===== src/mcg_pkg.sv =====
`timescale 1ns / 1ps
// ---------------------------------------------------------------------------
// mcg_pkg
// Shared types and constants of the multi-click gesture detector.
// ---------------------------------------------------------------------------
package mcg_pkg;

    localparam int NUM_KEYS = 6;
    localparam int KEY_W    = (NUM_KEYS > 1) ? $clog2(NUM_KEYS) : 1;

    localparam int TIMER_W  = 10;
    localparam int CFG_IDX_W = 2;

    localparam logic [CFG_IDX_W-1:0] CFG_CLICK_WINDOW = 2'd0;
    localparam logic [CFG_IDX_W-1:0] CFG_CLEAR_DELAY  = 2'd1;

    localparam logic [TIMER_W-1:0] DEFAULT_DELAY_MS = 10'd400;
    localparam logic [1:0]         MAX_COUNT        = 2'd3;

    localparam logic [2:0] ACT_CLEAR  = 3'd0;
    localparam logic [2:0] ACT_SINGLE = 3'd5;

    // One entry of per-key state.
    typedef struct packed {
        logic [1:0]         cnt;
        logic [TIMER_W-1:0] left;
        logic               armed;
        logic               pending;
    } t_entry;

    // Request from the sequencer to the output stage.
    typedef struct packed {
        logic       push;
        logic       flush;
        logic [2:0] key;
        logic [2:0] code;
    } t_out_req;

    typedef enum logic [2:0] {
        ST_IDLE,
        ST_PRESS,
        ST_CLR_RD,
        ST_CLR_MOD,
        ST_KEY_RD,
        ST_KEY_MOD,
        ST_FLUSH
    } t_state;

endpackage


===== src/mcg_state_ram.sv =====
`timescale 1ns / 1ps
// ---------------------------------------------------------------------------
// mcg_state_ram
// Per-key state memory, one write and one registered read port. Entries
// that were never written since reset read as zero.
// ---------------------------------------------------------------------------
module mcg_state_ram import mcg_pkg::*; (
    input  logic             i_clk,
    input  logic             i_rst_n,
    input  logic             i_we,
    input  logic [KEY_W-1:0] i_waddr,
    input  t_entry           i_wdata,
    input  logic             i_re,
    input  logic [KEY_W-1:0] i_raddr,
    output t_entry           o_rdata
);

    t_entry               r_mem [NUM_KEYS];
    logic [NUM_KEYS-1:0]  r_valid;
    t_entry               r_rdata;

    always_ff @(posedge i_clk) begin
        if (i_we) begin
            r_mem[i_waddr] <= i_wdata;
        end
        if (i_re) begin
            r_rdata <= r_valid[i_raddr] ? r_mem[i_raddr] : '0;
        end
    end

    always_ff @(posedge i_clk) begin
        if (!i_rst_n) begin
            r_valid <= '0;
        end else if (i_we) begin
            r_valid[i_waddr] <= 1'b1;
        end
    end

    assign o_rdata = r_rdata;

endmodule


===== src/mcg_out_stage.sv =====
`timescale 1ns / 1ps
// ---------------------------------------------------------------------------
// mcg_out_stage
// Holds the newest result back by one so that the final result of a tick
// can carry tlast, and drives the master stream from an output register.
// ---------------------------------------------------------------------------
module mcg_out_stage import mcg_pkg::*; (
    input  logic       i_clk,
    input  logic       i_rst_n,
    input  t_out_req   i_req,
    output logic       o_rdy,
    output logic       m_axis_tvalid,
    input  logic       m_axis_tready,
    output logic [7:0] m_axis_tdata,   // [2:0] key_index, [5:3] action_code
    output logic       m_axis_tlast
);

    logic       r_hold_v, n_hold_v;
    logic [2:0] r_hold_key, n_hold_key;
    logic [2:0] r_hold_code, n_hold_code;
    logic       r_out_v, n_out_v;
    logic [2:0] r_out_key, n_out_key;
    logic [2:0] r_out_code, n_out_code;
    logic       r_out_last, n_out_last;
    logic       can_move;

    always_comb begin
        can_move    = !r_out_v || m_axis_tready;
        o_rdy       = !r_hold_v || can_move;
        n_hold_v    = r_hold_v;
        n_hold_key  = r_hold_key;
        n_hold_code = r_hold_code;
        n_out_v     = r_out_v && !m_axis_tready;
        n_out_key   = r_out_key;
        n_out_code  = r_out_code;
        n_out_last  = r_out_last;

        // A held result moves out once the next one arrives or the tick ends.
        if (r_hold_v && can_move && (i_req.push || i_req.flush)) begin
            n_out_v    = 1'b1;
            n_out_key  = r_hold_key;
            n_out_code = r_hold_code;
            n_out_last = i_req.flush;
        end
        if (i_req.push && o_rdy) begin
            n_hold_v    = 1'b1;
            n_hold_key  = i_req.key;
            n_hold_code = i_req.code;
        end else if (i_req.flush && o_rdy) begin
            n_hold_v = 1'b0;
        end
    end

    always_ff @(posedge i_clk) begin
        if (!i_rst_n) begin
            r_hold_v <= 1'b0;
            r_out_v  <= 1'b0;
        end else begin
            r_hold_v <= n_hold_v;
            r_out_v  <= n_out_v;
        end
    end

    always_ff @(posedge i_clk) begin
        r_hold_key  <= n_hold_key;
        r_hold_code <= n_hold_code;
        r_out_key   <= n_out_key;
        r_out_code  <= n_out_code;
        r_out_last  <= n_out_last;
    end

    assign m_axis_tvalid = r_out_v;
    assign m_axis_tdata  = {2'b00, r_out_code, r_out_key};
    assign m_axis_tlast  = r_out_last;

endmodule


===== src/multi_click_gesture_detector.sv =====
`timescale 1ns / 1ps
// ---------------------------------------------------------------------------
// multi_click_gesture_detector
// Counts presses per key inside a retriggerable click window and reports
// single, double and triple gestures, then clears pending keys after a
// shared delay.
// ---------------------------------------------------------------------------
//  Channel   Dir  Transfer          Payload
//  s_axis    in   tvalid & tready   tdata[2:0] key, tuser[0] mode (1 = tick)
//  m_axis    out  tvalid & tready   tdata[2:0] key_index, [5:3] action_code,
//                                   tlast on the final result of a tick
//  cfg       in   i_cfg_we          i_cfg_idx register, i_cfg_data value
//
//  A press reads its key's entry and writes it back updated. A tick makes a
//  read-modify-write pass over every key in the state memory, a read state
//  and a modify state for each key, preceded by a clearing pass of the same
//  kind when the clear timer expires; output stalls can hold up either pass.
//  Reset is synchronous; the state memory reads as zero until written, so
//  no clearing pass is needed. Input is taken only between items.
// ---------------------------------------------------------------------------
module multi_click_gesture_detector import mcg_pkg::*; (
    input  logic                 i_clk,
    input  logic                 i_rst_n,
    input  logic                 s_axis_tvalid,
    output logic                 s_axis_tready,
    input  logic [7:0]           s_axis_tdata,   // [2:0] key
    input  logic [0:0]           s_axis_tuser,   // [0] mode
    output logic                 m_axis_tvalid,
    input  logic                 m_axis_tready,
    output logic [7:0]           m_axis_tdata,   // [2:0] key_index, [5:3] action_code
    output logic                 m_axis_tlast,
    input  logic                 i_cfg_we,
    input  logic [CFG_IDX_W-1:0] i_cfg_idx,
    input  logic [TIMER_W-1:0]   i_cfg_data
);

    localparam logic [KEY_W-1:0] LAST_KEY = KEY_W'(NUM_KEYS - 1);

    t_state             r_state, n_state;
    logic [KEY_W-1:0]   r_idx, n_idx;
    logic [TIMER_W-1:0] r_click_window;
    logic [TIMER_W-1:0] r_clear_delay;
    logic [TIMER_W-1:0] r_clear_left, n_clear_left;
    logic               r_clear_armed, n_clear_armed;

    logic               ram_we;
    logic [KEY_W-1:0]   ram_waddr;
    t_entry             ram_wdata;
    logic               ram_re;
    logic [KEY_W-1:0]   ram_raddr;
    t_entry             rd;
    t_out_req           req;
    logic               out_rdy;
    logic [2:0]         in_key;
    logic               in_tick;

    assign in_key  = s_axis_tdata[2:0];
    assign in_tick = s_axis_tuser[0];

    mcg_state_ram u_ram (
        .i_clk   (i_clk),
        .i_rst_n (i_rst_n),
        .i_we    (ram_we),
        .i_waddr (ram_waddr),
        .i_wdata (ram_wdata),
        .i_re    (ram_re),
        .i_raddr (ram_raddr),
        .o_rdata (rd)
    );

    mcg_out_stage u_out (
        .i_clk         (i_clk),
        .i_rst_n       (i_rst_n),
        .i_req         (req),
        .o_rdy         (out_rdy),
        .m_axis_tvalid (m_axis_tvalid),
        .m_axis_tready (m_axis_tready),
        .m_axis_tdata  (m_axis_tdata),
        .m_axis_tlast  (m_axis_tlast)
    );

    always_ff @(posedge i_clk) begin
        if (!i_rst_n) begin
            r_click_window <= DEFAULT_DELAY_MS;
            r_clear_delay  <= DEFAULT_DELAY_MS;
        end else if (i_cfg_we) begin
            unique case (i_cfg_idx)
                CFG_CLICK_WINDOW: r_click_window <= i_cfg_data;
                CFG_CLEAR_DELAY:  r_clear_delay  <= i_cfg_data;
                default: ;
            endcase
        end
    end

    always_ff @(posedge i_clk) begin
        if (!i_rst_n) begin
            r_state       <= ST_IDLE;
            r_idx         <= '0;
            r_clear_left  <= '0;
            r_clear_armed <= 1'b0;
        end else begin
            r_state       <= n_state;
            r_idx         <= n_idx;
            r_clear_left  <= n_clear_left;
            r_clear_armed <= n_clear_armed;
        end
    end

    always_comb begin
        n_state       = r_state;
        n_idx         = r_idx;
        n_clear_left  = r_clear_left;
        n_clear_armed = r_clear_armed;
        ram_we        = 1'b0;
        ram_waddr     = r_idx;
        ram_wdata     = rd;
        ram_re        = 1'b0;
        ram_raddr     = r_idx;
        req           = '0;
        req.key       = 3'(r_idx);
        s_axis_tready = 1'b0;

        unique case (r_state)
            ST_IDLE: begin
                s_axis_tready = 1'b1;
                if (s_axis_tvalid) begin
                    if (!in_tick) begin
                        // Presses for keys beyond the key count are dropped.
                        if (int'(in_key) < NUM_KEYS) begin
                            ram_re    = 1'b1;
                            ram_raddr = KEY_W'(in_key);
                            n_idx     = KEY_W'(in_key);
                            n_state   = ST_PRESS;
                        end
                    end else begin
                        n_idx = '0;
                        if (r_clear_armed && (r_clear_left <= TIMER_W'(1))) begin
                            n_clear_left  = '0;
                            n_clear_armed = 1'b0;
                            n_state       = ST_CLR_RD;
                        end else begin
                            if (r_clear_armed) begin
                                n_clear_left = r_clear_left - TIMER_W'(1);
                            end
                            n_state = ST_KEY_RD;
                        end
                    end
                end
            end

            ST_PRESS: begin
                ram_we          = 1'b1;
                ram_wdata.cnt   = (rd.cnt < MAX_COUNT) ? rd.cnt + 2'd1 : rd.cnt;
                ram_wdata.left  = r_click_window;
                ram_wdata.armed = 1'b1;
                n_state         = ST_IDLE;
            end

            ST_CLR_RD: begin
                ram_re  = 1'b1;
                n_state = ST_CLR_MOD;
            end

            ST_CLR_MOD: begin
                if (rd.pending) begin
                    req.push = 1'b1;
                    req.code = ACT_CLEAR;
                end
                if (!rd.pending || out_rdy) begin
                    if (rd.pending) begin
                        ram_we            = 1'b1;
                        ram_wdata.pending = 1'b0;
                    end
                    if (r_idx == LAST_KEY) begin
                        n_idx   = '0;
                        n_state = ST_KEY_RD;
                    end else begin
                        n_idx   = r_idx + KEY_W'(1);
                        n_state = ST_CLR_RD;
                    end
                end
            end

            ST_KEY_RD: begin
                ram_re  = 1'b1;
                n_state = ST_KEY_MOD;
            end

            ST_KEY_MOD: begin
                if (rd.armed && (rd.left <= TIMER_W'(1)) && (rd.cnt != 2'd0)) begin
                    req.push = 1'b1;
                    req.code = ACT_SINGLE + 3'(rd.cnt) - 3'd1;
                end
                if (!req.push || out_rdy) begin
                    if (rd.armed) begin
                        ram_we = 1'b1;
                        if (rd.left <= TIMER_W'(1)) begin
                            ram_wdata.cnt   = 2'd0;
                            ram_wdata.left  = '0;
                            ram_wdata.armed = 1'b0;
                            if (rd.cnt != 2'd0) begin
                                ram_wdata.pending = 1'b1;
                                n_clear_left      = r_clear_delay;
                                n_clear_armed     = 1'b1;
                            end
                        end else begin
                            ram_wdata.left = rd.left - TIMER_W'(1);
                        end
                    end
                    if (r_idx == LAST_KEY) begin
                        n_state = ST_FLUSH;
                    end else begin
                        n_idx   = r_idx + KEY_W'(1);
                        n_state = ST_KEY_RD;
                    end
                end
            end

            ST_FLUSH: begin
                req.flush = 1'b1;
                if (out_rdy) begin
                    n_state = ST_IDLE;
                end
            end

            default: begin
                n_state = ST_IDLE;
            end
        endcase
    end

endmodule

===== config.mk =====
export PLATFORM = sky130hd
export DESIGN_NAME = multi_click_gesture_detector
export DESIGN_NICKNAME = d
export VERILOG_FILES = /design/src/mcg_pkg.sv /design/src/mcg_state_ram.sv /design/src/mcg_out_stage.sv /design/src/multi_click_gesture_detector.sv
export SDC_FILE = /design/constraint.sdc
export NUM_CORES = 1
export LEC_CHECK = 0
export BUFFER_PORTS_ARGS = -buffer_cell sky130_fd_sc_hd__buf_2
export CORE_ASPECT_RATIO = 1.4
export CORE_MARGIN = 2
export CORE_UTILIZATION = 48
export CTS_CLUSTER_SIZE = 10
export DETAILED_ROUTE_END_ITERATION = 8
export PLACE_DENSITY = 0.7
export SLEW_MARGIN = 15
export SYNTH_ARGS = -nofsm -noshare
export SYNTH_HDL_FRONTEND = slang
export SYNTH_SLANG_ARGS = --single-unit

===== constraint.sdc =====
create_clock -name i_clk -period 3.87 [get_ports i_clk]
set_input_delay 0.387 -clock i_clk [delete_from_list [all_inputs] [get_ports i_clk]]
set_output_delay 0.387 -clock i_clk [all_outputs]
set_load 0.05 [all_outputs]

* Yosys cells after proc, flatten, opt, wreduce, memory -nomap -nowiden *
Memory sizes are Yosys's and may differ from the RTL's. A register that Yosys moved wholly into a read port is not among the register bits.
Cells that the tools add are included.

cells by class
  add/subtract/negate cells = 6
  $lt $le $gt $ge = 7
  eq/ne operators = 20
  muxes and demuxes = 71
  bitwise operators = 1
  reductions and logical operators = 34

operator list
  operator                 count
  $mux W10                 9
  $mux W3                  18
  $mux W14                 2
  $mux W1                  27
  $pmux W13 S2             1
  $le A10 B1 Y1 const B    2
  $pmux W10 S2             1
  $sub A10 B1 Y10 const B  2
  $ne A2 B2 Y1 const B     9
  $pmux W3 S6              1
  $reduce_and A8 Y1        2
  $eq A3 B3 Y1 const B     4
  $reduce_and A5 Y1        2
  $logic_and A1 B1 Y1      9
  $pmux W3 S3              1
  $lt A3 B4 Y1 const B     2
  $mux W2                  4
  $pmux W1 S2              4
  $eq A3 B2 Y1 const B     2
  $logic_not A1 Y1         6
  $ne A3 B3 Y1 const B     2
  $or A6 B6 Y6             1
  $reduce_and A2 Y1        3
  $reduce_bool A2 Y1       3
  other kinds (18)         22

storage, ports and cells
  bits in registers = 58
  bits in writable memories = 84
  input bits = 26
  output and inout bits = 11
  word-level logic and storage cells = 154
  memories = 1

memories
  memory       depth  bits a word  rd ports  clocked after Yosys merged registers in  wr ports  RTL line             text
  u_ram.r_mem  6      14           1         1                                        1         mcg_state_ram.sv:18  t_entry r_mem [NUM_KEYS];

* Depth between registers and ports, before layout *
  depth after elaboration = 11
  mapped depth = 10
  gate-level depth less buffers = 8

* Modules after synthesis *
From an unflattened synthesis, not the netlist that was laid out.

unflattened totals
  cells, all modules = 633
  area total of the unflattened synthesis = 7234.4 um^2

modules (own cells, without submodules)
  module                        times used  cells each  area each (um^2)  seq. area each (um^2)
  mcg_state_ram                 1           221         3971.3            3062.9
  multi_click_gesture_detector  1           384         2761.4            740.7
  mcg_out_stage                 1           28          501.7             430.4

* Worst setup path after synthesis *
Ideal clock, no wire load.

  kind = register -> register
  from = reg u_ram.o_rdata[2] (netlist name)
  to = mem u_ram.r_mem[2][0] (netlist bit), enable pin
  library setup time = 0.405 ns
  arrival time = 2.667 ns
  required time = 3.465 ns
  setup slack = 0.798 ns
  stages on the path, launching flop included = 7
  path buffers = 0
  period minus slack after synthesis = 3.072 ns
  cell sequence = edfxtp_1 > inv_1 > ha_1 > o21bai_1 > nor4_4 > a311o_1 > nor3_1

on the way
  longest elaborated chain between the ends = 11

RTL lines
  what                               RTL line                             text
  $le A10 B1 Y1                      multi_click_gesture_detector.sv:190  if (rd.armed && (rd.left <= TIMER_W'(1)) && (rd.cnt != 2'd0)) begin
  $logic_and A1 B1 Y1 (2 in series)  multi_click_gesture_detector.sv:190
  $mux W1                            multi_click_gesture_detector.sv:190
  $mux W1                            multi_click_gesture_detector.sv:123  unique case (r_state)
  $logic_not A1 Y1                   multi_click_gesture_detector.sv:194  if (!req.push || out_rdy) begin
  $logic_or A1 B1 Y1                 multi_click_gesture_detector.sv:194
  $mux W1                            multi_click_gesture_detector.sv:194
  $pmux W1 S3                        multi_click_gesture_detector.sv:123
  $mux W1                            mcg_state_ram.sv:23                  if (i_we) begin
  $mux W1 (not written as such)      mcg_state_ram.sv:24                  r_mem[i_waddr] <= i_wdata;
  end: declaration                   mcg_state_ram.sv:18

Every way passes these cells. The select of a mux whose other input is x is not followed.

==> impl_summary.md <==
Synth
The gate count of the mapped netlist is between 600 and 700. The flip-flop cell with the highest count after synthesis is edfxtp_1. Yosys mapped a number of flops with a built-in enable equal to 111. The per-instance average area after synthesis is 11.80 um^2. The mapped cell area is 0.007187 mm^2.

The post-synthesis sequential area ratio is between 50% and 60%. The proportion of netlist area held by the largest area contributor is 46.38%. The netlist uses 80 different library cells. The async set-or-reset flop fraction in the synthesized netlist is 0%.

During synthesis, Yosys emitted a total of 0 warnings. The largest total area in the synthesized netlist belongs to edfxtp_1. The flop and latch count out of synthesis is 156. By area the synthesized netlist is led by edfxtp_1 (46%), dfxtp_1 (13%), nand2_1 (4.0%), mux2_2 (3.9%), mux2i_1 (2.4%).

CTS
The post-cts sizing count is 0. The CTS tree is done. For this design, the CTS-stage hold fixing added 0 buffers. The clock input transition at the sequential cells of the worst setup and hold paths is 0.06 ns.

The cell chosen for the clock root is clkbuf_16. The H-tree was split into 4 levels. The tree built by TritonCTS fans out to 156 sinks. The total clock buffers created by CTS is 17. The longest clock path from root to sink contains 2 buffers.

Buffers added to address setup during post-CTS repair amount to 0. The worst-skew pair later-pin latency is 0.43 ns.

Place
OpenSTA, run right after detailed placement, puts the worst setup slack at about 0.94 ns. In this run the cell area measured after placement is 0.007516 mm^2. Once detailed placement completed, the half-perimeter wirelength came to between 10000 and 15000 um. The global placement routability congestion is 0.9056. The number of input and output port buffers inserted is 29.

Cells and area
Relative to the synthesized area, the layout overhead comes to 12.74%. 0 antenna diodes ended up in the layout. The filler cells instantiated in the layout total 1216. After the last flow step, the layout net total stands at 673.

Across the whole layout, storage elements account for 0.004234 mm^2. The final core utilization is 55.60%. The summed area of non-filler cells in the final layout is 0.008103 mm^2. Cells with a size suffix above 1 make up 20.64% of the layout. The multi-input combinational cell area is 0.002749 mm^2.

Critical path
The type of element launching the critical path is a flip-flop. The worst setup path is of the reg -> reg kind. The largest single stage delay on the critical path is 1.02 ns.

For the worst setup path, the data required time is 3.93 ns. Traced cell by cell, the critical path runs through and3b_1 > nand2_1 > o311ai_0. The critical path contains buffers and inverters numbering 0 combined. Among all stages on the critical path, the largest delay is contributed by o311ai_0.

The maximum fanout encountered on the critical timing path is 20. The kind of cell adding the most delay to the critical path is compound AO/OA/AOI/OAI gates. The worst endpoint data arrival time is just over 3 ns. STA classifies the critical path endpoint as a flip-flop.

Power and ir drop
The static leakage power is approximately 2.9 nW. The total power of the final layout is 0.006383 W. The peak supply drop is roughly 0.38 mV.

Power spread over the standard cell area amounts to 787.8 mW/mm^2.

Routing
The DRC marker count from the first detailed-route iteration is 564. The average vias per placed instance is 5.991. The final layout contains routed wiring with a total length of 16500 um. The detailed-route DRC error count is 0. The routed layout has roughly 5000 vias. The count of antenna-violating nets left after detailed routing is 0. The final routed wire length divided by cell count is 19.57 um. The pre-antenna-repair detailed-routing pass consisted of 5 iterations.

Timing
The worst pin sits at a relative slew slack of 22.21%. In the finished design, the share of the clock period the worst path needs comes to 77.56%. The top achievable clock speed is 0.3332 GHz.

Setup violations remaining at the end of the flow were counted as 0. Setup repair after global routing left no endpoint under its margin. The measured slew at the worst slew-check pin is 1.152 ns.

Summed over all failing endpoints, the final setup total negative slack is 0 ns. The number of pins exceeding their max-slew limit in the final report is 0. After layout, the worst setup slack is roughly 0.87 ns. The routed design could run at a clock period as short as roughly 3 ns. The number of failing hold endpoints at the final stage is 0.

The final clock skew is 0.009326 ns.

GRT
Entering global routing, the biggest net connects 31 pins. For this run the aggregate overflow at the end of global routing stands at 0. The number of global-route vias before repair was roughly 5000.

The global routing usage summed across all routing layers is between 20% and 30%. The first global-routing pass estimated 25950 um of wire. The number of antenna violations at the first check in global routing is 0.

Floorplanning
37 I/O pins were placed. The die boundary width is 107.4 um. For this configuration, the core starts out at a cell density of 49.31%. The floorplan has 52 rows. The total area inside the core boundary comes to 0.01457 mm^2. The area of the die is 0.01598 mm^2. From bottom edge to top edge, the die measures ~150 um.

Worst hold path
The min-delay analysis places its worst path in the category in -> reg.

Job
Across the run, the number of max-cap violations was 0.

Run status
The run finished with clean final reports.
[cell families (layout without fill, tap and decap cells)]
| group | Yosys count | count (layout) | share of synthesized area (%) |
|---|---|---|---|
| AND/OR/NAND/NOR | 195 | 195 | 14.15 |
| AO/OA/AOI/OAI | 157 | 157 | 15.53 |
| flip-flops | 156 | 156 | 58.91 |
| multiplexers | 45 | 45 | 6.755 |
| buffers and inverters | 45 | 89 | 3.064 |
| adder cells (fa/ha/maj) | 6 | 6 | 1.045 |
| XOR/XNOR | 4 | 4 | 0.4874 |
| other | 1 | 2 | 0.05218 |
[layout by cell type (no fill, tap or decap), types with 3 or more instances in the layout]
cell type	count
nor2_2	3
o21a_1	9
or2_2	4
nand3b_1	5
a21oi_1	30
mux2_1	3
and3b_1	3
a22oi_1	7
clkinv_4	3
mux2i_1	17
nand3_1	21
nand2_1	76
a211oi_2	12
buf_4	11
and3_1	5
ha_1	6
inv_1	14
o31ai_1	4
edfxtp_1	111
xor2_1	4
clkbuf_16	17
clkinv_2	3
nor2_1	32
nor4_1	3
a31oi_1	9
nor2b_1	5
a211oi_1	12
o21ai_0	27
mux2_2	25
buf_2	29
inv_6	4
dfxtp_1	45
o22ai_1	16
nor3_1	11
and2_1	4
[metrics by stage]
stage	cells	hold WS, ns
floorplan	610	0.4003
global placement	811	0.4077
detailed placement	811	0.4126
CTS	843	0.1767
global route	843	0.1933
finish	843	0.1844
[power by group]
| part | switching (W) | internal (W) |
|---|---|---|
| clock network | 0.000690 | 0.000961 |
| registers | 0.000269 | 0.00227 |
| logic | 0.00140 | 0.000790 |
[area by class of cell]
cell class | count | area share [%]
flip-flops and latches | 156 | 52.25
clock inverters | 15 | 1.992
well taps | 189 | 2.918
repair buffers | 40 | 2.810
clock buffers | 17 | 5.250
inverters | 17 | 0.8493
multi-input cells | 409 | 33.93
[Yosys cell counts (all sizes together) (3+ instances only)]
cell / number
nand3: 21
a22oi: 7
o21ai: 28
ha: 6
mux2: 28
or2: 4
dfxtp: 45
nand2: 77
and3: 5
nand3b: 5
a31oi: 9
o22ai: 16
nor4: 4
nor2: 35
o21a: 9
nor2b: 5
a211oi: 24
xor2: 4
or4: 3
mux2i: 17
clkbuf: 14
inv: 15
a21o: 3
edfxtp: 111
and3b: 3
buf: 14
and2: 4
o31ai: 4
a21oi: 30
nor3: 14
[worst paths after layout]
check,from,endpoint,slack [ns],cells after the start
worst min-delay path,i_cfg_data[4],r_clear_delay[4],0.18,3
worst max register to register,r_state[0],u_ram.r_mem[4][2],0.87,3
worst max-delay path,r_state[0],u_ram.r_mem[4][2],0.87,3
worst min register to register,u_out.r_hold_key[2],u_out.r_out_key[2],0.43,0
[registers in the layout (all words and copies together) (netlist names)]
name and count:
u_ram.r_mem 84, r_click_window 10, u_out.r_out_key 3, r_clear_armed 1
u_ram.r_valid 6, r_state 3, u_out.m_axis_tlast 1, u_out.r_hold_code 3
u_out.r_hold_key 3, u_ram.o_rdata 14, r_clear_left 10, u_out.m_axis_tvalid 1
r_clear_delay 10, u_out.r_out_code 3, r_idx 3, u_out.r_hold_v 1
[worst reg2reg max path: stages, from the launching register on]
cell and delay [ns]:
dfxtp_1 0.75, and3b_1 0.63, nand2_1 0.24, o311ai_0 1.02
[routing by layer]
metal | part of all wire [%] | track usage, % | routed length (um) | vias to the layer above
li1 | - | - | - | 2374
met1 | 39 | 25.29 | 6457 | 2434
met2 | 53 | 38.23 | 8678 | 196
met3 | 4.8 | 3.757 | 796 | 46
met4 | 3.4 | 9.744 | 568 | 0
met5 | 0 | 0 | 0 | -
No activity file was read; power rests on OpenSTA's default activity.
